==> src/sfs_pkg.sv <==
// sfs_pkg: widths, register codes, shared structs and helpers of the sprite frame sequencer
// no dependencies; compile first
package sfs_pkg;

    localparam int TIME_W      = 16;
    localparam int FRAME_W     = 8;
    localparam int COORD_W     = 16;
    localparam int PERIOD_W    = 16;
    localparam int COUNT_W     = 9;
    localparam int DIM_W       = 12;
    localparam int CFG_IDX_W   = 3;
    localparam int CFG_DATA_W  = 16;
    localparam int ACC_W       = 17;
    localparam int DIV_W       = 17;
    localparam int DVS_W       = 16;
    localparam int PROD_W      = FRAME_W + DIM_W;
    localparam int SUM_W       = PROD_W + 1;

    localparam int MAX_FRAMES_DEF = 256;
    localparam int TIME_BITS_DEF  = 16;

    typedef enum logic [CFG_IDX_W-1:0] {
        REG_PERIOD = 3'd0,
        REG_START  = 3'd1,
        REG_COUNT  = 3'd2,
        REG_FPR    = 3'd3,
        REG_WIDTH  = 3'd4,
        REG_HEIGHT = 3'd5
    } cfg_reg_t;

    typedef struct packed {
        logic [PERIOD_W-1:0] period;
        logic [FRAME_W-1:0]  first;
        logic [FRAME_W-1:0]  last;
        logic [COUNT_W-1:0]  len;
        logic [COUNT_W-1:0]  fpr;
        logic [DIM_W-1:0]    width;
        logic [DIM_W-1:0]    height;
    } cfg_t;

    typedef struct packed {
        logic             start;
        logic [DIV_W-1:0] dividend;
        logic [DVS_W-1:0] divisor;
    } div_req_t;

    typedef struct packed {
        logic             done;
        logic [DIV_W-1:0] quot;
        logic [DVS_W-1:0] rem;
    } div_rsp_t;

    function automatic logic [COORD_W-1:0] sat16(input logic [SUM_W-1:0] v);
        logic [COORD_W-1:0] r;
        if (v > SUM_W'({COORD_W{1'b1}}))
        begin
            r = '1;
        end
        else
        begin
            r = v[COORD_W-1:0];
        end
        return r;
    endfunction

endpackage

==> src/sfs_if.sv <==
// sfs_if: valid/ready channels for tick requests and frame results
// depends on sfs_pkg
interface sfs_tick_if;
    logic                       valid;
    logic                       ready;
    logic                       op;
    logic [sfs_pkg::TIME_W-1:0] delta_ticks;

    modport source (output valid, op, delta_ticks, input ready);
    modport sink   (input valid, op, delta_ticks, output ready);
endinterface

interface sfs_frame_if;
    logic                        valid;
    logic                        ready;
    logic [sfs_pkg::FRAME_W-1:0] frame_index;
    logic [sfs_pkg::COORD_W-1:0] src_left;
    logic [sfs_pkg::COORD_W-1:0] src_top;
    logic [sfs_pkg::COORD_W-1:0] src_right;
    logic [sfs_pkg::COORD_W-1:0] src_bottom;

    modport source (output valid, frame_index, src_left, src_top, src_right, src_bottom,
                    input ready);
    modport sink   (input valid, frame_index, src_left, src_top, src_right, src_bottom,
                    output ready);
endinterface

==> src/sfs_div.sv <==
// sfs_div: shared restoring divider, one quotient bit per cycle
// depends on sfs_pkg
module sfs_div
(
    input  logic              clk,
    input  logic              rst_n,
    input  sfs_pkg::div_req_t req,
    output sfs_pkg::div_rsp_t rsp
);
    localparam int CNT_W = $clog2(sfs_pkg::DIV_W);

    logic                      busy_reg, busy_next;
    logic                      done_reg, done_next;
    logic [CNT_W-1:0]          cnt_reg, cnt_next;
    logic [sfs_pkg::DVS_W-1:0] rem_reg, rem_next;
    logic [sfs_pkg::DIV_W-1:0] quo_reg, quo_next;
    logic [sfs_pkg::DVS_W-1:0] dvs_reg, dvs_next;
    logic [sfs_pkg::DVS_W:0]   r_sh;
    logic                      ge;

    assign r_sh = {rem_reg, quo_reg[sfs_pkg::DIV_W-1]};
    assign ge   = r_sh >= {1'b0, dvs_reg};

    always_comb
    begin
        busy_next = busy_reg;
        done_next = 1'b0;
        cnt_next  = cnt_reg;
        rem_next  = rem_reg;
        quo_next  = quo_reg;
        dvs_next  = dvs_reg;
        if (req.start)
        begin
            busy_next = 1'b1;
            cnt_next  = '0;
            rem_next  = '0;
            quo_next  = req.dividend;
            dvs_next  = req.divisor;
        end
        else if (busy_reg)
        begin
            rem_next = ge ? sfs_pkg::DVS_W'(r_sh - {1'b0, dvs_reg}) : r_sh[sfs_pkg::DVS_W-1:0];
            quo_next = {quo_reg[sfs_pkg::DIV_W-2:0], ge};
            cnt_next = cnt_reg + CNT_W'(1);
            if (cnt_reg == CNT_W'(sfs_pkg::DIV_W - 1))
            begin
                busy_next = 1'b0;
                done_next = 1'b1;
            end
        end
    end

    always_ff @(posedge clk or negedge rst_n)
    begin
        if (!rst_n)
        begin
            busy_reg <= 1'b0;
            done_reg <= 1'b0;
            cnt_reg  <= '0;
        end
        else
        begin
            busy_reg <= busy_next;
            done_reg <= done_next;
            cnt_reg  <= cnt_next;
        end
    end

    always_ff @(posedge clk)
    begin
        rem_reg <= rem_next;
        quo_reg <= quo_next;
        dvs_reg <= dvs_next;
    end

    assign rsp.done = done_reg;
    assign rsp.quot = quo_reg;
    assign rsp.rem  = rem_reg;

endmodule

==> src/sfs_cfg.sv <==
// sfs_cfg: configuration registers and the sequence bounds derived from them
// depends on sfs_pkg
module sfs_cfg
#(
    parameter int MAX_FRAMES = sfs_pkg::MAX_FRAMES_DEF
)
(
    input  logic                           clk,
    input  logic                           rst_n,
    input  logic                           we,
    input  logic [sfs_pkg::CFG_IDX_W-1:0]  index,
    input  logic [sfs_pkg::CFG_DATA_W-1:0] data,
    output sfs_pkg::cfg_t                  cfg
);
    localparam int LAST_I = ((MAX_FRAMES < 256) ? MAX_FRAMES : 256) - 1;
    localparam logic [sfs_pkg::FRAME_W-1:0] LAST = sfs_pkg::FRAME_W'(LAST_I);

    logic [sfs_pkg::PERIOD_W-1:0] period_reg;
    logic [sfs_pkg::FRAME_W-1:0]  start_reg;
    logic [sfs_pkg::COUNT_W-1:0]  count_reg;
    logic [sfs_pkg::COUNT_W-1:0]  fpr_reg;
    logic [sfs_pkg::DIM_W-1:0]    width_reg;
    logic [sfs_pkg::DIM_W-1:0]    height_reg;

    logic [sfs_pkg::COUNT_W-1:0]  cnt;
    logic [sfs_pkg::COUNT_W:0]    end_raw;
    logic [sfs_pkg::FRAME_W-1:0]  s;
    logic [sfs_pkg::FRAME_W-1:0]  e_clip;
    logic [sfs_pkg::FRAME_W-1:0]  e;

    always_ff @(posedge clk or negedge rst_n)
    begin
        if (!rst_n)
        begin
            period_reg <= sfs_pkg::PERIOD_W'(1);
            start_reg  <= '0;
            count_reg  <= sfs_pkg::COUNT_W'(1);
            fpr_reg    <= sfs_pkg::COUNT_W'(1);
            width_reg  <= '0;
            height_reg <= '0;
        end
        else if (we)
        begin
            unique case (sfs_pkg::cfg_reg_t'(index))
                sfs_pkg::REG_PERIOD: period_reg <= data[sfs_pkg::PERIOD_W-1:0];
                sfs_pkg::REG_START:  start_reg  <= data[sfs_pkg::FRAME_W-1:0];
                sfs_pkg::REG_COUNT:  count_reg  <= data[sfs_pkg::COUNT_W-1:0];
                sfs_pkg::REG_FPR:    fpr_reg    <= data[sfs_pkg::COUNT_W-1:0];
                sfs_pkg::REG_WIDTH:  width_reg  <= data[sfs_pkg::DIM_W-1:0];
                sfs_pkg::REG_HEIGHT: height_reg <= data[sfs_pkg::DIM_W-1:0];
                default:             ;
            endcase
        end
    end

    // zero count, period and frames per row behave as one
    always_comb
    begin
        cnt     = (count_reg == '0) ? sfs_pkg::COUNT_W'(1) : count_reg;
        end_raw = {2'b00, start_reg} + {1'b0, cnt} - (sfs_pkg::COUNT_W+1)'(1);
        s       = (start_reg > LAST) ? LAST : start_reg;
        e_clip  = (end_raw > {2'b00, LAST}) ? LAST : end_raw[sfs_pkg::FRAME_W-1:0];
        e       = (e_clip < s) ? s : e_clip;
    end

    assign cfg.period = (period_reg == '0) ? sfs_pkg::PERIOD_W'(1) : period_reg;
    assign cfg.first  = s;
    assign cfg.last   = e;
    assign cfg.len    = {1'b0, e} - {1'b0, s} + sfs_pkg::COUNT_W'(1);
    assign cfg.fpr    = (fpr_reg == '0) ? sfs_pkg::COUNT_W'(1) : fpr_reg;
    assign cfg.width  = width_reg;
    assign cfg.height = height_reg;

endmodule

==> src/sprite_frame_sequencer.sv <==
// sprite_frame_sequencer: top level, sequencer around one shared divider and one multiplier
// depends on sfs_pkg, sfs_if, sfs_cfg, sfs_div
//
// Each tick request adds its elapsed ticks to the time accumulator (the first request after
// reset only clears it), takes off whole frame periods, steps the frame forward or backward
// within the played sequence and returns the frame index with its source rectangle in the
// sheet. One request at a time is worked on. The shared 17-bit divider takes one quotient
// bit a cycle and serves the period division, the wrap modulo and the row/column split, and
// it sets the timing. When frames step, an extra modulo division runs between the period
// division and the row/column split. A finished result sits in an output register, so the
// next request is taken while it waits. A result that is still waiting holds the following
// one until it is taken. Configuration writes go to index 0 to 5; the user must write them
// only while idle, as the block itself does not enforce it.
module sprite_frame_sequencer
#(
    parameter int MAX_FRAMES = sfs_pkg::MAX_FRAMES_DEF,
    parameter int TIME_BITS  = sfs_pkg::TIME_BITS_DEF
)
(
    input  logic                           clk,
    input  logic                           rst_n,
    input  logic                           cfg_we,
    input  logic [sfs_pkg::CFG_IDX_W-1:0]  cfg_index,
    input  logic [sfs_pkg::CFG_DATA_W-1:0] cfg_data,
    sfs_tick_if.sink                       tick,
    sfs_frame_if.source                    frame
);
    localparam logic [sfs_pkg::TIME_W-1:0] DELTA_MASK = (TIME_BITS >= sfs_pkg::TIME_W)
        ? {sfs_pkg::TIME_W{1'b1}}
        : sfs_pkg::TIME_W'((64'd1 << TIME_BITS) - 64'd1);

    typedef enum logic [9:0] {
        S_IDLE  = 10'b00_0000_0001,
        S_DIV_T = 10'b00_0000_0010,
        S_SNAP  = 10'b00_0000_0100,
        S_DIV_K = 10'b00_0000_1000,
        S_WRAP  = 10'b00_0001_0000,
        S_ROW   = 10'b00_0010_0000,
        S_DIV_R = 10'b00_0100_0000,
        S_MUL_L = 10'b00_1000_0000,
        S_MUL_T = 10'b01_0000_0000,
        S_DONE  = 10'b10_0000_0000
    } state_t;

    sfs_pkg::cfg_t     cfg;
    sfs_pkg::div_req_t div_req;
    sfs_pkg::div_rsp_t div_rsp;

    state_t                        state_reg, state_next;
    logic                          first_reg, first_next;
    logic [sfs_pkg::ACC_W-1:0]     acc_reg, acc_next;
    logic [sfs_pkg::FRAME_W-1:0]   cur_reg, cur_next;
    logic [sfs_pkg::DIV_W-1:0]     n_reg, n_next;
    logic                          back_reg, back_next;
    logic [sfs_pkg::COUNT_W-1:0]   k_reg, k_next;
    logic [sfs_pkg::FRAME_W-1:0]   row_reg, row_next;
    logic [sfs_pkg::FRAME_W-1:0]   col_reg, col_next;
    logic [sfs_pkg::PROD_W-1:0]    left_reg, left_next;
    logic [sfs_pkg::PROD_W-1:0]    top_reg, top_next;
    logic                          out_valid_reg, out_valid_next;
    logic [sfs_pkg::FRAME_W-1:0]   out_index_reg, out_index_next;
    logic [sfs_pkg::COORD_W-1:0]   out_left_reg, out_left_next;
    logic [sfs_pkg::COORD_W-1:0]   out_top_reg, out_top_next;
    logic [sfs_pkg::COORD_W-1:0]   out_right_reg, out_right_next;
    logic [sfs_pkg::COORD_W-1:0]   out_bottom_reg, out_bottom_next;

    logic                          accept;
    logic [sfs_pkg::ACC_W-1:0]     acc_sum;
    logic                          in_range;
    logic [sfs_pkg::FRAME_W-1:0]   off;
    logic [sfs_pkg::COUNT_W:0]     wrap_sum;
    logic [sfs_pkg::COUNT_W:0]     wrap_mod;
    logic [sfs_pkg::FRAME_W-1:0]   mul_a;
    logic [sfs_pkg::DIM_W-1:0]     mul_b;
    logic [sfs_pkg::PROD_W-1:0]    product;
    logic [sfs_pkg::SUM_W-1:0]     right_sum;
    logic [sfs_pkg::SUM_W-1:0]     bottom_sum;

    sfs_cfg #(.MAX_FRAMES(MAX_FRAMES)) u_cfg
    (
        .clk   (clk),
        .rst_n (rst_n),
        .we    (cfg_we),
        .index (cfg_index),
        .data  (cfg_data),
        .cfg   (cfg)
    );

    sfs_div u_div
    (
        .clk   (clk),
        .rst_n (rst_n),
        .req   (div_req),
        .rsp   (div_rsp)
    );

    assign tick.ready = (state_reg == S_IDLE);
    assign accept     = tick.valid && tick.ready;
    assign acc_sum    = acc_reg + {1'b0, tick.delta_ticks & DELTA_MASK};
    assign in_range   = (cur_reg >= cfg.first) && (cur_reg <= cfg.last);
    assign off        = cur_reg - cfg.first;

    // offset within the sequence after k steps, reduced once modulo the length
    always_comb
    begin
        if (back_reg)
        begin
            wrap_sum = {2'b00, off} + {1'b0, cfg.len} - {1'b0, k_reg};
        end
        else
        begin
            wrap_sum = {2'b00, off} + {1'b0, k_reg};
        end
        wrap_mod = (wrap_sum >= {1'b0, cfg.len}) ? (wrap_sum - {1'b0, cfg.len}) : wrap_sum;
    end

    // one multiplier for left and top
    assign mul_a      = (state_reg == S_MUL_T) ? row_reg : col_reg;
    assign mul_b      = (state_reg == S_MUL_T) ? cfg.height : cfg.width;
    assign product    = {{sfs_pkg::DIM_W{1'b0}}, mul_a} * {{sfs_pkg::FRAME_W{1'b0}}, mul_b};
    assign right_sum  = {1'b0, left_reg} + sfs_pkg::SUM_W'(cfg.width);
    assign bottom_sum = {1'b0, top_reg} + sfs_pkg::SUM_W'(cfg.height);

    always_comb
    begin
        state_next       = state_reg;
        first_next       = first_reg;
        acc_next         = acc_reg;
        cur_next         = cur_reg;
        n_next           = n_reg;
        back_next        = back_reg;
        k_next           = k_reg;
        row_next         = row_reg;
        col_next         = col_reg;
        left_next        = left_reg;
        top_next         = top_reg;
        out_valid_next   = out_valid_reg;
        out_index_next   = out_index_reg;
        out_left_next    = out_left_reg;
        out_top_next     = out_top_reg;
        out_right_next   = out_right_reg;
        out_bottom_next  = out_bottom_reg;
        div_req.start    = 1'b0;
        div_req.dividend = '0;
        div_req.divisor  = '0;

        if (out_valid_reg && frame.ready)
        begin
            out_valid_next = 1'b0;
        end

        unique case (state_reg)
            S_IDLE:
            begin
                if (accept)
                begin
                    back_next = tick.op;
                    if (first_reg)
                    begin
                        first_next = 1'b0;
                        acc_next   = '0;
                    end
                    else
                    begin
                        acc_next = acc_sum;
                    end
                    div_req.start    = 1'b1;
                    div_req.dividend = first_reg ? '0 : acc_sum;
                    div_req.divisor  = cfg.period;
                    state_next       = S_DIV_T;
                end
            end
            S_DIV_T:
            begin
                if (div_rsp.done)
                begin
                    acc_next   = {1'b0, div_rsp.rem};
                    n_next     = div_rsp.quot;
                    state_next = S_SNAP;
                end
            end
            S_SNAP:
            begin
                if (n_reg == '0)
                begin
                    state_next = S_ROW;
                end
                else
                begin
                    div_req.start   = 1'b1;
                    div_req.divisor = sfs_pkg::DVS_W'(cfg.len);
                    if (in_range)
                    begin
                        div_req.dividend = n_reg;
                    end
                    else
                    begin
                        // an index outside snaps to first (forward) or last (back) first
                        cur_next         = back_reg ? cfg.last : cfg.first;
                        div_req.dividend = n_reg - sfs_pkg::DIV_W'(1);
                    end
                    state_next = S_DIV_K;
                end
            end
            S_DIV_K:
            begin
                if (div_rsp.done)
                begin
                    k_next     = div_rsp.rem[sfs_pkg::COUNT_W-1:0];
                    state_next = S_WRAP;
                end
            end
            S_WRAP:
            begin
                cur_next   = cfg.first + wrap_mod[sfs_pkg::FRAME_W-1:0];
                state_next = S_ROW;
            end
            S_ROW:
            begin
                div_req.start    = 1'b1;
                div_req.dividend = sfs_pkg::DIV_W'(cur_reg);
                div_req.divisor  = sfs_pkg::DVS_W'(cfg.fpr);
                state_next       = S_DIV_R;
            end
            S_DIV_R:
            begin
                if (div_rsp.done)
                begin
                    row_next   = div_rsp.quot[sfs_pkg::FRAME_W-1:0];
                    col_next   = div_rsp.rem[sfs_pkg::FRAME_W-1:0];
                    state_next = S_MUL_L;
                end
            end
            S_MUL_L:
            begin
                left_next  = product;
                state_next = S_MUL_T;
            end
            S_MUL_T:
            begin
                top_next   = product;
                state_next = S_DONE;
            end
            S_DONE:
            begin
                if (!out_valid_reg || frame.ready)
                begin
                    out_valid_next  = 1'b1;
                    out_index_next  = cur_reg;
                    out_left_next   = sfs_pkg::sat16({1'b0, left_reg});
                    out_top_next    = sfs_pkg::sat16({1'b0, top_reg});
                    out_right_next  = sfs_pkg::sat16(right_sum);
                    out_bottom_next = sfs_pkg::sat16(bottom_sum);
                    state_next      = S_IDLE;
                end
            end
            default:
            begin
                state_next = S_IDLE;
            end
        endcase
    end

    always_ff @(posedge clk or negedge rst_n)
    begin
        if (!rst_n)
        begin
            state_reg     <= S_IDLE;
            first_reg     <= 1'b1;
            acc_reg       <= '0;
            cur_reg       <= '0;
            out_valid_reg <= 1'b0;
        end
        else
        begin
            state_reg     <= state_next;
            first_reg     <= first_next;
            acc_reg       <= acc_next;
            cur_reg       <= cur_next;
            out_valid_reg <= out_valid_next;
        end
    end

    always_ff @(posedge clk)
    begin
        n_reg          <= n_next;
        back_reg       <= back_next;
        k_reg          <= k_next;
        row_reg        <= row_next;
        col_reg        <= col_next;
        left_reg       <= left_next;
        top_reg        <= top_next;
        out_index_reg  <= out_index_next;
        out_left_reg   <= out_left_next;
        out_top_reg    <= out_top_next;
        out_right_reg  <= out_right_next;
        out_bottom_reg <= out_bottom_next;
    end

    assign frame.valid       = out_valid_reg;
    assign frame.frame_index = out_index_reg;
    assign frame.src_left    = out_left_reg;
    assign frame.src_top     = out_top_reg;
    assign frame.src_right   = out_right_reg;
    assign frame.src_bottom  = out_bottom_reg;

    // one request at a time
    a_one_request: assert property (@(posedge clk) disable iff (!rst_n)
        accept |=> !tick.ready)
        else $error("request taken while another is in progress");

    // the accumulator keeps less than one period once the periods are taken off
    a_acc_below_period: assert property (@(posedge clk) disable iff (!rst_n)
        (state_reg == S_SNAP) |-> ({1'b0, cfg.period} > acc_reg))
        else $error("accumulator not reduced below the frame period");

    // after a wrap the frame lies inside the sequence
    a_wrap_in_range: assert property (@(posedge clk) disable iff (!rst_n)
        (state_reg == S_ROW) && $past(state_reg == S_WRAP) |->
            (cur_reg >= cfg.first) && (cur_reg <= cfg.last))
        else $error("frame outside the sequence after stepping");

    // divider finishes only while the sequencer waits on it
    a_div_done_expected: assert property (@(posedge clk) disable iff (!rst_n)
        div_rsp.done |-> (state_reg == S_DIV_T) || (state_reg == S_DIV_K) ||
            (state_reg == S_DIV_R))
        else $error("divider result with no division pending");

endmodule

==> src/flat_wrapper.sv <==
// flat-port wrapper written by rule: the top's interface ports become plain ports
module sprite_frame_sequencer_flat 
#(
    parameter int MAX_FRAMES = sfs_pkg::MAX_FRAMES_DEF,
    parameter int TIME_BITS  = sfs_pkg::TIME_BITS_DEF
)
  (clk, rst_n, cfg_we, cfg_index, cfg_data, tick_valid, tick_op, tick_delta_ticks, tick_ready, frame_valid, frame_frame_index, frame_src_left, frame_src_top, frame_src_right, frame_src_bottom, frame_ready);
  sfs_tick_if tick_i ();
  sfs_frame_if frame_i ();
  input  logic clk;
  input  logic rst_n;
  input  logic cfg_we;
  input  logic [sfs_pkg::CFG_IDX_W-1:0] cfg_index;
  input  logic [sfs_pkg::CFG_DATA_W-1:0] cfg_data;
  input wire logic [$bits(tick_i.valid)-1:0] tick_valid;
  input wire logic [$bits(tick_i.op)-1:0] tick_op;
  input wire logic [$bits(tick_i.delta_ticks)-1:0] tick_delta_ticks;
  output wire logic [$bits(tick_i.ready)-1:0] tick_ready;
  output wire logic [$bits(frame_i.valid)-1:0] frame_valid;
  output wire logic [$bits(frame_i.frame_index)-1:0] frame_frame_index;
  output wire logic [$bits(frame_i.src_left)-1:0] frame_src_left;
  output wire logic [$bits(frame_i.src_top)-1:0] frame_src_top;
  output wire logic [$bits(frame_i.src_right)-1:0] frame_src_right;
  output wire logic [$bits(frame_i.src_bottom)-1:0] frame_src_bottom;
  input wire logic [$bits(frame_i.ready)-1:0] frame_ready;
  assign tick_i.valid = tick_valid;
  assign tick_i.op = tick_op;
  assign tick_i.delta_ticks = tick_delta_ticks;
  assign tick_ready = tick_i.ready;
  assign frame_valid = frame_i.valid;
  assign frame_frame_index = frame_i.frame_index;
  assign frame_src_left = frame_i.src_left;
  assign frame_src_top = frame_i.src_top;
  assign frame_src_right = frame_i.src_right;
  assign frame_src_bottom = frame_i.src_bottom;
  assign frame_i.ready = frame_ready;
  sprite_frame_sequencer #(.MAX_FRAMES(MAX_FRAMES), .TIME_BITS(TIME_BITS)) u_core (.clk(clk), .rst_n(rst_n), .cfg_we(cfg_we), .cfg_index(cfg_index), .cfg_data(cfg_data), .tick(tick_i), .frame(frame_i));
endmodule
==> config.mk <==
export PLATFORM = sky130hd
export DESIGN_NAME = sprite_frame_sequencer_flat
export DESIGN_NICKNAME = d
export VERILOG_FILES = /design/src/sfs_pkg.sv /design/src/sfs_if.sv /design/src/sfs_div.sv /design/src/sfs_cfg.sv /design/src/sprite_frame_sequencer.sv /design/src/flat_wrapper.sv
export SDC_FILE = /design/constraint.sdc
export NUM_CORES = 1
export LEC_CHECK = 0
export ABC_AREA = 1
export ABC_CLOCK_PERIOD_IN_PS = 10200
export BUFFER_PORTS_ARGS = -buffer_cell sky130_fd_sc_hd__buf_2
export CAP_MARGIN = 25
export CORE_UTILIZATION = 25
export CTS_CLUSTER_SIZE = 16
export DETAILED_ROUTE_END_ITERATION = 8
export MAX_ROUTING_LAYER = met4
export SLEW_MARGIN = 15
export SYNTH_ARGS = -nofsm -noshare
export SYNTH_HDL_FRONTEND = slang
export SYNTH_SLANG_ARGS = --single-unit
==> constraint.sdc <==
create_clock -name clk -period 10.2 [get_ports clk]
set_clock_uncertainty 0.1 [all_clocks]
set_input_delay 2.04 -clock clk [delete_from_list [all_inputs] [get_ports clk]]
set_output_delay 2.04 -clock clk [all_outputs]
set_load 0.02 [all_outputs]
# Yosys cells after proc, flatten, opt, wreduce, memory -nomap -nowiden
# Cells that the tools add are included.
[op_classes]
n_addsub = 16
n_mul = 1
magnitude_cmp = 11
n_eq_ne = 23
mux = 43
n_reduce_logical = 27
[op_table]
columns = ["op", "n"]
rows = [
  ["$mux 17", 6],
  ["$pmux 34 s3", 1],
  ["$pmux 10 s10", 1],
  ["$mux 34", 2],
  ["$mux 8", 8],
  ["$mux 10", 6],
  ["$add 20x12->21", 2],
  ["$gt 21x16->1 const B", 2],
  ["$gt 20x16->1 const B", 2],
  ["$pmux 17 s2", 1],
  ["$mux 16", 2],
  ["$add 8x9->10", 3],
  ["$reduce_and 2->1", 11],
  ["$mul 8x12->20", 1],
  ["$logic_not 9->1", 2],
  ["$mux 9", 2],
  ["$add 17x16->17", 1],
  ["$ge 17x16->1", 1],
  ["$logic_not 17->1", 1],
  ["$sub 17x1->17 const B", 1],
  ["$logic_not 16->1", 1],
  ["$pmux 8 s2", 1],
  ["$sub 16x16->16", 1],
  ["$sub 8x8->8", 2],
  ["other kinds (39)", 60],
]
[word_totals]
ff_bits = 314
in_bits = 41
output_inout_bits = 74
elab_cells = 150

# Longest topological paths before layout
# Gate-level depths: netlist of run 1.
[depth]
ltp_word = 17
ltp_mapped = 68

# Cells and area by module
# A second synthesis of run 1 with hierarchy kept.
[unflattened]
hier_cells = 2721
area_unflattened_um2 = 22655.5
[by_module_without_submodules]
columns = ["module", "n_inst", "cells_each", "area_per_inst_um2", "seq_area_each_um2"]
rows = [
  ["sprite_frame_sequencer", 1, 1809, 15457.3, 5582.9],
  ["sfs_cfg", 1, 461, 3807.4, 1655.3],
  ["sfs_div", 1, 451, 3390.8, 1486.4],
]

# Worst setup path after synthesis of run 1
# No wires, ideal clock.
[synth_timing]
kind = "register to register"
from = "reg u_core.u_cfg.start_reg[1] (netlist name)"
to = "reg u_core.cur_reg[7] (netlist name)"
setup_ps = 116
arrival_time_ps = 9283
required_time_ps = 9984
path_slack_ps = 700
stages_incl_launch_ff = 61
period_less_slack_ps = 9500
path_cell_list = "dfrtp_1 -> inv_1 -> ha_1 -> inv_1 -> ha_1 -> fa_1 -> nand2_1 -> nand2_1 -> nand3_1 -> nand3_1 -> nand2_1 -> nand2_1 -> inv_1 -> nand2_1 -> ha_1 -> a21oi_1 -> nor2_1 -> a211oi_1 -> [... 25 more ...] -> a21oi_1 -> ha_1 -> a21oi_1 -> inv_1 -> a31oi_1 -> inv_1 -> a21oi_1 -> o21ai_0 -> and2_1 -> nor2_1 -> nor2_1 -> nor2_1 -> xor2_1 -> nand2_1 -> nand2_1 -> o21ai_0 -> nand2_1 -> nand2_1"
[synth_via]
elab_chain_cells = 15
word_cells_on_any_way = 28
classes_between = "add/sub (10); order compare (6); eq/ne (1); mux (9); reduce/logical (2)"
[synth_rtl]
columns = ["element", "line", "rtl"]
rows = [
  ["from (decl)", "sfs_cfg.sv:19", "logic [sfs_pkg::FRAME_W-1:0] start_reg;"],
  ["from (signal assigned)", "sfs_cfg.sv:46", "sfs_pkg::REG_START: start_reg <= data[sfs_pkg::FRAME_W-1:0];"],
  ["$add 8x9->10", "sfs_cfg.sv:60", "end_raw = {2'b00, start_reg} + {1'b0, cnt} - (sfs_pkg::COUNT_W+1)'(1);"],
  ["$sub 10x1->10", "sfs_cfg.sv:60", ""],
  ["$gt 10x8->1", "sfs_cfg.sv:62", "e_clip = (end_raw > {2'b00, LAST}) ? LAST : end_raw[sfs_pkg::FRAME_W-1:0];"],
  ["$mux 8", "sfs_cfg.sv:62", ""],
  ["$lt 8x8->1", "sfs_cfg.sv:63", "e = (e_clip < s) ? s : e_clip;"],
  ["$mux 8", "sfs_cfg.sv:63", ""],
  ["$sub 8x8->9", "sfs_cfg.sv:69", "assign cfg.len = {1'b0, e} - {1'b0, s} + sfs_pkg::COUNT_W'(1);"],
  ["$add 9x1->9", "sfs_cfg.sv:69", ""],
  ["$add 8x9->10", "sprite_frame_sequencer.sv:108", "wrap_sum = {2'b00, off} + {1'b0, cfg.len} - {1'b0, k_reg};"],
  ["$sub 10x9->10", "sprite_frame_sequencer.sv:108", ""],
  ["$mux 10", "sprite_frame_sequencer.sv:106", "if (back_reg)"],
  ["$sub 8x8->8 or $ge 10x9->1 (tied branches)", "sprite_frame_sequencer.sv:114", "wrap_mod = (wrap_sum >= {1'b0, cfg.len}) ? (wrap_sum - {1'b0, cfg.len}) : wrap_sum;"],
  ["$mux 8", "sprite_frame_sequencer.sv:114", ""],
  ["$add 8x8->8", "sprite_frame_sequencer.sv:215", "cur_next = cfg.first + wrap_mod[sfs_pkg::FRAME_W-1:0];"],
  ["$pmux 8 s2", "sprite_frame_sequencer.sv:152", "unique case (state_reg)"],
  ["to (signal assigned)", "sprite_frame_sequencer.sv:279", "cur_reg <= cur_next;"],
  ["to (decl)", "sprite_frame_sequencer.sv:52", "logic [sfs_pkg::FRAME_W-1:0] cur_reg, cur_next;"],
]
# Parallel ways exist; a longest one is shown, timed or not. The select of a mux whose other input is x is not followed.
# A chain may end at the register's enable or synchronous reset.

# Worst setup path in the final report of run 1
[layout_timing]
from = "reg u_core.u_cfg.count_reg[4] (netlist name)"
to = "reg u_core.cur_reg[7] (netlist name)"
[layout_via]
elab_chain_cells = 17
word_cells_on_any_way = 25
classes_between = "add/sub (8); order compare (4); eq/ne (1); mux (9); reduce/logical (3)"
[layout_rtl]
columns = ["element", "line", "rtl"]
rows = [
  ["from (decl)", "sfs_cfg.sv:20", "logic [sfs_pkg::COUNT_W-1:0] count_reg;"],
  ["from (signal assigned)", "sfs_cfg.sv:37", "count_reg <= sfs_pkg::COUNT_W'(1);"],
  ["from (signal assigned)", "sfs_cfg.sv:47", "sfs_pkg::REG_COUNT: count_reg <= data[sfs_pkg::COUNT_W-1:0];"],
  ["$logic_not 9->1", "sfs_cfg.sv:59", "cnt = (count_reg == '0) ? sfs_pkg::COUNT_W'(1) : count_reg;"],
  ["$mux 9 (*)", "sfs_cfg.sv:59", ""],
  ["$add 8x9->10 (*)", "sfs_cfg.sv:60", ""],
  ["$sub 10x1->10 (*)", "sfs_cfg.sv:60", ""],
  ["$gt 10x8->1", "sfs_cfg.sv:62", ""],
  ["$mux 8 (*)", "sfs_cfg.sv:62", ""],
  ["$lt 8x8->1", "sfs_cfg.sv:63", ""],
  ["$mux 8 (*)", "sfs_cfg.sv:63", ""],
  ["$sub 8x8->9", "sfs_cfg.sv:69", ""],
  ["$add 9x1->9", "sfs_cfg.sv:69", ""],
  ["$add 8x9->10", "sprite_frame_sequencer.sv:108", ""],
  ["$sub 10x9->10", "sprite_frame_sequencer.sv:108", ""],
  ["$mux 10", "sprite_frame_sequencer.sv:106", ""],
  ["$sub 8x8->8 or $ge 10x9->1 (tied branches)", "sprite_frame_sequencer.sv:114", ""],
  ["$mux 8", "sprite_frame_sequencer.sv:114", ""],
  ["$add 8x8->8", "sprite_frame_sequencer.sv:215", ""],
  ["$pmux 8 s2", "sprite_frame_sequencer.sv:152", ""],
]
# Every way passes the cells marked *; elsewhere a longest branch is shown, timed or not. The select of a mux whose other input is x is not followed.

==> flow_summary.toml, run 1 <==
[global_route]
track_usage_pct = 13.7
first_global_vias = 16600
antenna_found_initial = 4
grt_start_max_net_pins = 71
overflow = 0
grt_pass1_wl_um = 91900

[timing]
fin_crit_ns = 9.61
worstMarginPinSlew_ns = 1.02
hold_viol_final = 0
holdWs_ns = 0.345
finalSetupTns_ns = 0
fmax_mhz = 104
setup_viol = 0
fin_crit_sh_pct = 94.2
drv_slew = 0
max_slew_margin_pct = 31.4

[worst_setup_path]
crit_family = "adder cells"
slowest_delay_ns = 0.54
critPathBufInv = 8
worstRegToRegCells = 62
critPathRequiredTime_ns = 10.53
reg2reg_to = "u_core.cur_reg[7]"
r2r-start = "u_core.u_cfg.count_reg[4]"
worst_setup_path_end_kind = "flop"
critical_path_class = "flop to flop"
critPathSlowestCell = "fa_2"
path_common_cell = "nand2_1"
crit_path_start_kind = "flop"
rrSetupSlack_ns = 0.59
arrival_ns = 9.93
crit_path_max_fanout = 6

[cells_and_area]
stdcell_count = 3811
drive_gt1_share_pct = 12.1
fin_area_sq_mm = 0.0253
area_growth_pct = 17.1
final_nets = 2947

[placed_design]
dp.cells = 3727
place_area_sq_mm = 0.0237
numPortBuffers = 114
routabilityCongestion = 0.909
dp_hpwl_um = 45900

[die]
dieArea_sq_mm = 0.0874
core-area_sq_mm = 0.0853
start_util_pct = 25.3
die_x_um = 296
num_rows = 107
die_y_um = 296
ios = 115

[detailed_routing]
vias = 17100
drc_errors = 0
routed_via_density = 4.50
wl_per_cell_um = 15.5
drt-initial-drc-count = 1352
first_pass_iters = 5
antenna_left = 0
wl_um = 59000

[clocking]
clock_latency_ns = 0.55
clock-sinks = 314
clock_path_buffers = 3
clk_pin_slew_ns = 0.07
cts_buffers = 36
htree_levels = 2
cts_tree = "built"
clock_tree.root_cell = "clkbuf_16"

[logic_synthesis]
ys_warn_count = 0
syn_avg_cell_area_sq_um = 8.70
syn_area_sq_mm = 0.0216
syn_inst = 2479
synth_nets = 2791
ys_seq_area_share_pct = 40.5
synth_cell_types = 56
synth_seq_cells = 314

[run]
drv_cap = 0

[min_path]
min_path_cells = 0
hold_path_class = "flop to flop"
hold_end = "u_core.n_reg[9]"
hold_start = "u_core.u_div.quo_reg[9]"

[status]
status = "finished clean"
Yosys cell counts (all sizes together):
library cell | count | share of area [%]
a211oi | 3 | 0.10
a21boi | 1 | 0.035
a21o | 4 | 0.14
a21oi | 153 | 3.6
a221oi | 9 | 0.37
a22oi | 1 | 0.035
a311oi | 1 | 0.041
a31oi | 10 | 0.29
a32o | 1 | 0.046
a41oi | 1 | 0.041
and2 | 4 | 0.12
and3 | 1 | 0.029
buf | 12 | 0.38
clkbuf | 29 | 0.50
clkinv | 4 | 0.070
dfrtp | 105 | 12
dfstp | 5 | 0.61
dfxtp | 16 | 1.5
edfxtp | 188 | 26
fa | 78 | 7.2
ha | 193 | 11
inv | 389 | 6.8
mux2i | 3 | 0.14
nand2 | 535 | 9.5
nand3 | 105 | 2.4
nand3b | 2 | 0.070
nand4 | 19 | 0.55
nor2 | 196 | 3.4
nor2b | 1 | 0.029
nor3 | 27 | 0.70
nor4 | 17 | 0.56
o2111a | 1 | 0.052
o2111ai | 2 | 0.081
o211ai | 15 | 0.52
o21ai | 189 | 4.5
o21bai | 17 | 0.61
o221ai | 3 | 0.12
o22ai | 4 | 0.12
o31ai | 3 | 0.10
o32ai | 1 | 0.041
or2 | 28 | 0.81
xnor2 | 34 | 1.4
xor2 | 69 | 2.8
worst register-to-register path, delay by kind of cell (launching register included):
kind | cells | cell delay, ns
adders and majority gates | 11 | 3.22
xor gates and xnor gates | 1 | 0.19
DFF | 1 | 0.39
AOI/OAI and AO/OA | 16 | 2.29
buffers and inverters | 8 | 0.54
and+or+nand+nor | 26 | 2.78
placed cells by master, fill, tap and decap left out, drive strengths merged, types with 5 or more instances in the layout:
cell type	instances
o21bai	17
diode	5
a221oi	9
or2	28
o211ai	15
dfrtp	105
nand3	105
clkinv	15
a31oi	10
a21oi	153
clkbuf	45
nor3	27
buf	158
ha	193
fa	78
xor2	69
nand4	19
nor4	17
nor2	196
dfxtp	16
o21ai	189
nand2	536
xnor2	34
dfstp	5
edfxtp	188
inv	390
per-stage QoR:
stage,util [%],setup WS (ns)
after global routing,29.6,-0.117
after floorplan,-,0.700
after global placement,27.7,0.209
final,29.6,0.592
after detailed placement,27.7,0.0690
after CTS,29.2,0.0948
what timing repair did:
| action | CTS | global route |
|---|---|---|
| endpoints found under the setup margin | 1 | 7 |
| setup buffers | 0 | 12 |
| hold buffers | 0 | 0 |
| cloned | 0 | 1 |
| gates resized for setup | 1 | 56 |
| pin swaps | 0 | 22 |
metal layers:
metal | global-route usage [%] | vias up | share of wire, %
li1 | - | 8485 | -
met1 | 18.7 | 8070 | 48
met2 | 21.4 | 516 | 44
met3 | 2.08 | 68 | 6.2
met4 | 2.81 | 0 | 1.8
met5 | - | - | 0
cells by family (layout without fill, tap and decap cells):
| kind of cell | Yosys count | in the layout | share of synthesized area [%] |
|---|---|---|---|
| AND/OR/NAND/NOR | 935 | 936 | 18.2 |
| AO/OA/AOI/OAI | 419 | 419 | 10.8 |
| XOR/XNOR | 103 | 103 | 4.18 |
| flip-flops | 314 | 314 | 40.5 |
| buffers and inverters | 434 | 616 | 7.72 |
| adder cells (fa/ha/maj) | 271 | 271 | 18.4 |
| multiplexers | 3 | 3 | 0.139 |
| other | 0 | 5 | 0 |
how the worst max path moves through the flow:
stage,startpoint,slack (ns),cells after the start,endpoint
5_1_grt,u_core.u_cfg.count_reg[4],-0.12,63,u_core.cur_reg[7]
3_3_place_gp,u_core.u_cfg.count_reg[1],0.21,59,u_core.cur_reg[7]
3_5_place_dp,u_core.u_cfg.count_reg[5],0.07,57,u_core.cur_reg[7]
2_1_floorplan,u_core.u_cfg.start_reg[1],0.70,60,u_core.cur_reg[7]
4_1_cts,u_core.u_cfg.count_reg[5],0.09,57,u_core.cur_reg[7]
6_report,u_core.u_cfg.count_reg[4],0.59,62,u_core.cur_reg[7]
area by class of cell:
| class | count | area (sq um) |
|---|---|---|
| clock inverter | 20 | 233 |
| tap | 1144 | 1430 |
| clock buffer | 45 | 965 |
| inverter | 393 | 1480 |
| sequential | 314 | 8720 |
| antenna | 5 | 12.5 |
| timing repair buffer | 158 | 928 |
| fill | 8963 | 60000 |
| multi-input combinational | 1732 | 11500 |
Power of run 1 is left out: the tool's default activity adds up to more than one toggle a clock period on the data nets, which glitch-free logic cannot reach.
==> run 2, diff against run 1 <==
--- a/config.mk
+++ b/config.mk
@@ -5,7 +5,6 @@
 export SDC_FILE = /design/constraint.sdc
 export NUM_CORES = 1
 export LEC_CHECK = 0
-export ABC_AREA = 1
 export ABC_CLOCK_PERIOD_IN_PS = 10200
 export BUFFER_PORTS_ARGS = -buffer_cell sky130_fd_sc_hd__buf_2
 export CAP_MARGIN = 25
==> flow_summary.toml, run 2 <==
[status]
status = "finished clean"

[detailed_routing]
drt-initial-drc-count = 1306
wl_per_cell_um = 16.6
vias = 16000
wl_um = 57700
drc_errors = 0
antenna_left = 0
routed_via_density = 4.61
first_pass_iters = 5

[clocking]
clk_pin_slew_ns = 0.06
cts_tree = "built"
cts_buffers = 37
clock_latency_ns = 0.57
clock-sinks = 314
clock_tree.root_cell = "clkbuf_16"
holdBufCountCts = 0
htree_levels = 2
clock_path_buffers = 3

[worst_setup_path]
slowest_delay_ns = 0.59
worstRegToRegCells = 51
reg2reg_to = "u_core.cur_reg[7]"
path_common_cell = "a21oi_2"
arrival_ns = 10.22
worst_setup_path_end_kind = "flop"
cp-startpoint = "u_core.u_cfg.count_reg[7]"
crit_path_start_kind = "flop"
critPathRequiredTime_ns = 10.52
critPathSlowestCell = "fa_1"
crit_family = "compound AO/OA/AOI/OAI gates"
critPathBufInv = 5
cp.depth = 51
rrSetupSlack_ns = 0.30
r2r-start = "u_core.u_cfg.count_reg[7]"
critical_path_class = "flop to flop"
crit_path_max_fanout = 7

[timing]
max_slew_margin_pct = 41.2
worstMarginPinSlew_ns = 0.858
fin_crit_ns = 9.90
fin_crit_sh_pct = 97.1
fmax_mhz = 101
hold_viol_final = 0
setup_viol = 0
drv_slew = 0
rsz0062_at_grt = "true"

[cells_and_area]
layout_commonest_cell = "nand2_1"
mostFrequentLayoutCells = "242 x nand2_1, 195 x inv_1, 188 x edfxtp_1"
drive_gt1_share_pct = 17.9
final_nets = 2601
stdcell_count = 3472
area_growth_pct = 19.7
fin_area_sq_mm = 0.0257

[logic_synthesis]
synth_seq_cells = 314
ys.flop_type = "edfxtp_1"
synth_nets = 2412
ys_top_cells_by_count = "244 x nand2_1, 198 x inv_1, 193 x ha_1, 188 x edfxtp_1, 146 x nor2_1"
ys_warn_count = 0
ys_top_cells_by_area = "edfxtp_1 26%, dfrtp_1 12%, ha_1 11%, fa_1 7.3%, nand2_1 4.3%"
synth_top_area_cell = "edfxtp_1"
syn_avg_cell_area_sq_um = 10.2
syn_inst = 2100
synth-edff-count = 188
ys_seq_area_share_pct = 40.6
synth_cell_types = 87
async_flop_share_pct = 35.0
syn_area_sq_mm = 0.0215
synth_top_area_share_pct = 26.3
synth.most_common_cell = "nand2_1"

[min_path]
hold_end = "u_core.n_reg[10]"
hold_path_class = "flop to flop"
min_path_cells = 0
hold_start = "u_core.u_div.quo_reg[10]"

[placed_design]
routabilityCongestion = 0.881
place_area_sq_mm = 0.0239
dp.cells = 3376
dp_hpwl_um = 44600
numPortBuffers = 114

[die]
die_x_um = 295
dieArea_sq_mm = 0.0870
num_rows = 107
die_y_um = 295
start_util_pct = 25.2
core-area_sq_mm = 0.0851
ios = 115

[run]
drv_cap = 0

[global_route]
overflow = 0
antenna_found_initial = 10
grt_pass1_wl_um = 89200
track_usage_pct = 13.6
first_global_vias = 15500
grt_start_max_net_pins = 70
==> run 2: changes by cell type after synthesis, moves of 19 or more <==
cell	delta
nand2_1	-281
xnor2_1	+46
inv_1	-186
o21ai_0	-58
mux2_2	+53
nor2_1	-47
xor2_1	-26
nand3_1	-85
or2_2	-19
a21o_1	+42
nand2b_1	+55
a21oi_1	-42
mux2i_1	+34
==> run 2: metal layers <==
metal  up-vias  global-route usage [%]  share of wire [%]
li1       7753                       -                  -
met1      7699                    18.0                 46
met2       449                    21.0                 45
met3        89                    2.52                6.5
met4         0                    3.97                2.4
met5         -                       -                  0
==> run 2: cells by family (layout without fill, tap and decap cells) <==
logic type / count (synthesis) / in the layout / synth area share, %
adders and majority gates: 271 / 271 / 18.5
other: 0 / 10 / 0
muxes: 91 / 91 / 4.56
and+or+nand+nor: 626 / 626 / 13.9
buffers and inverters: 255 / 473 / 4.60
DFF: 314 / 314 / 40.6
xor gates and xnor gates: 124 / 124 / 5.09
AOI/OAI and AO/OA: 419 / 419 / 12.6
==> run 2: how the worst max path moves through the flow <==
stage                        endpoint
CTS                 u_core.cur_reg[7]
global placement    u_core.cur_reg[7]
finish              u_core.cur_reg[7]
floorplan           u_core.cur_reg[7]
global route        u_core.cur_reg[7]
detailed placement  u_core.cur_reg[7]
==> run 2: what timing repair did <==
action,in CTS,in global routing
gates resized for setup,5,57
pin swaps,4,55
buffers inserted,1,15
endpoints found under the setup margin,3,6
==> run 2: cell type report <==
class                   count  area (sq um)
well taps                1144          1430
flip-flops and latches    314          8730
clock inverters            22           273
diodes                     10          25.0
repair buffers            206          1300
inverters                 199           747
multi-input cells        1531         12200
clock buffers              46          1010
fillers                  8817         59500
==> run 2: stage by stage <==
step,utilization [%],setup WS (ns),TNS [ns],hold WS [ns]
2_1_floorplan,-,0.0128,0,0.326
3_3_place_gp,28.0,0.0937,0,0.328
3_5_place_dp,28.1,-0.107,-0.187,0.337
4_1_cts,29.6,0.0129,0,0.349
5_1_grt,30.2,-0.185,-0.328,0.355
6_report,30.2,0.300,0,0.350
Power of run 2 is left out for the same reason.
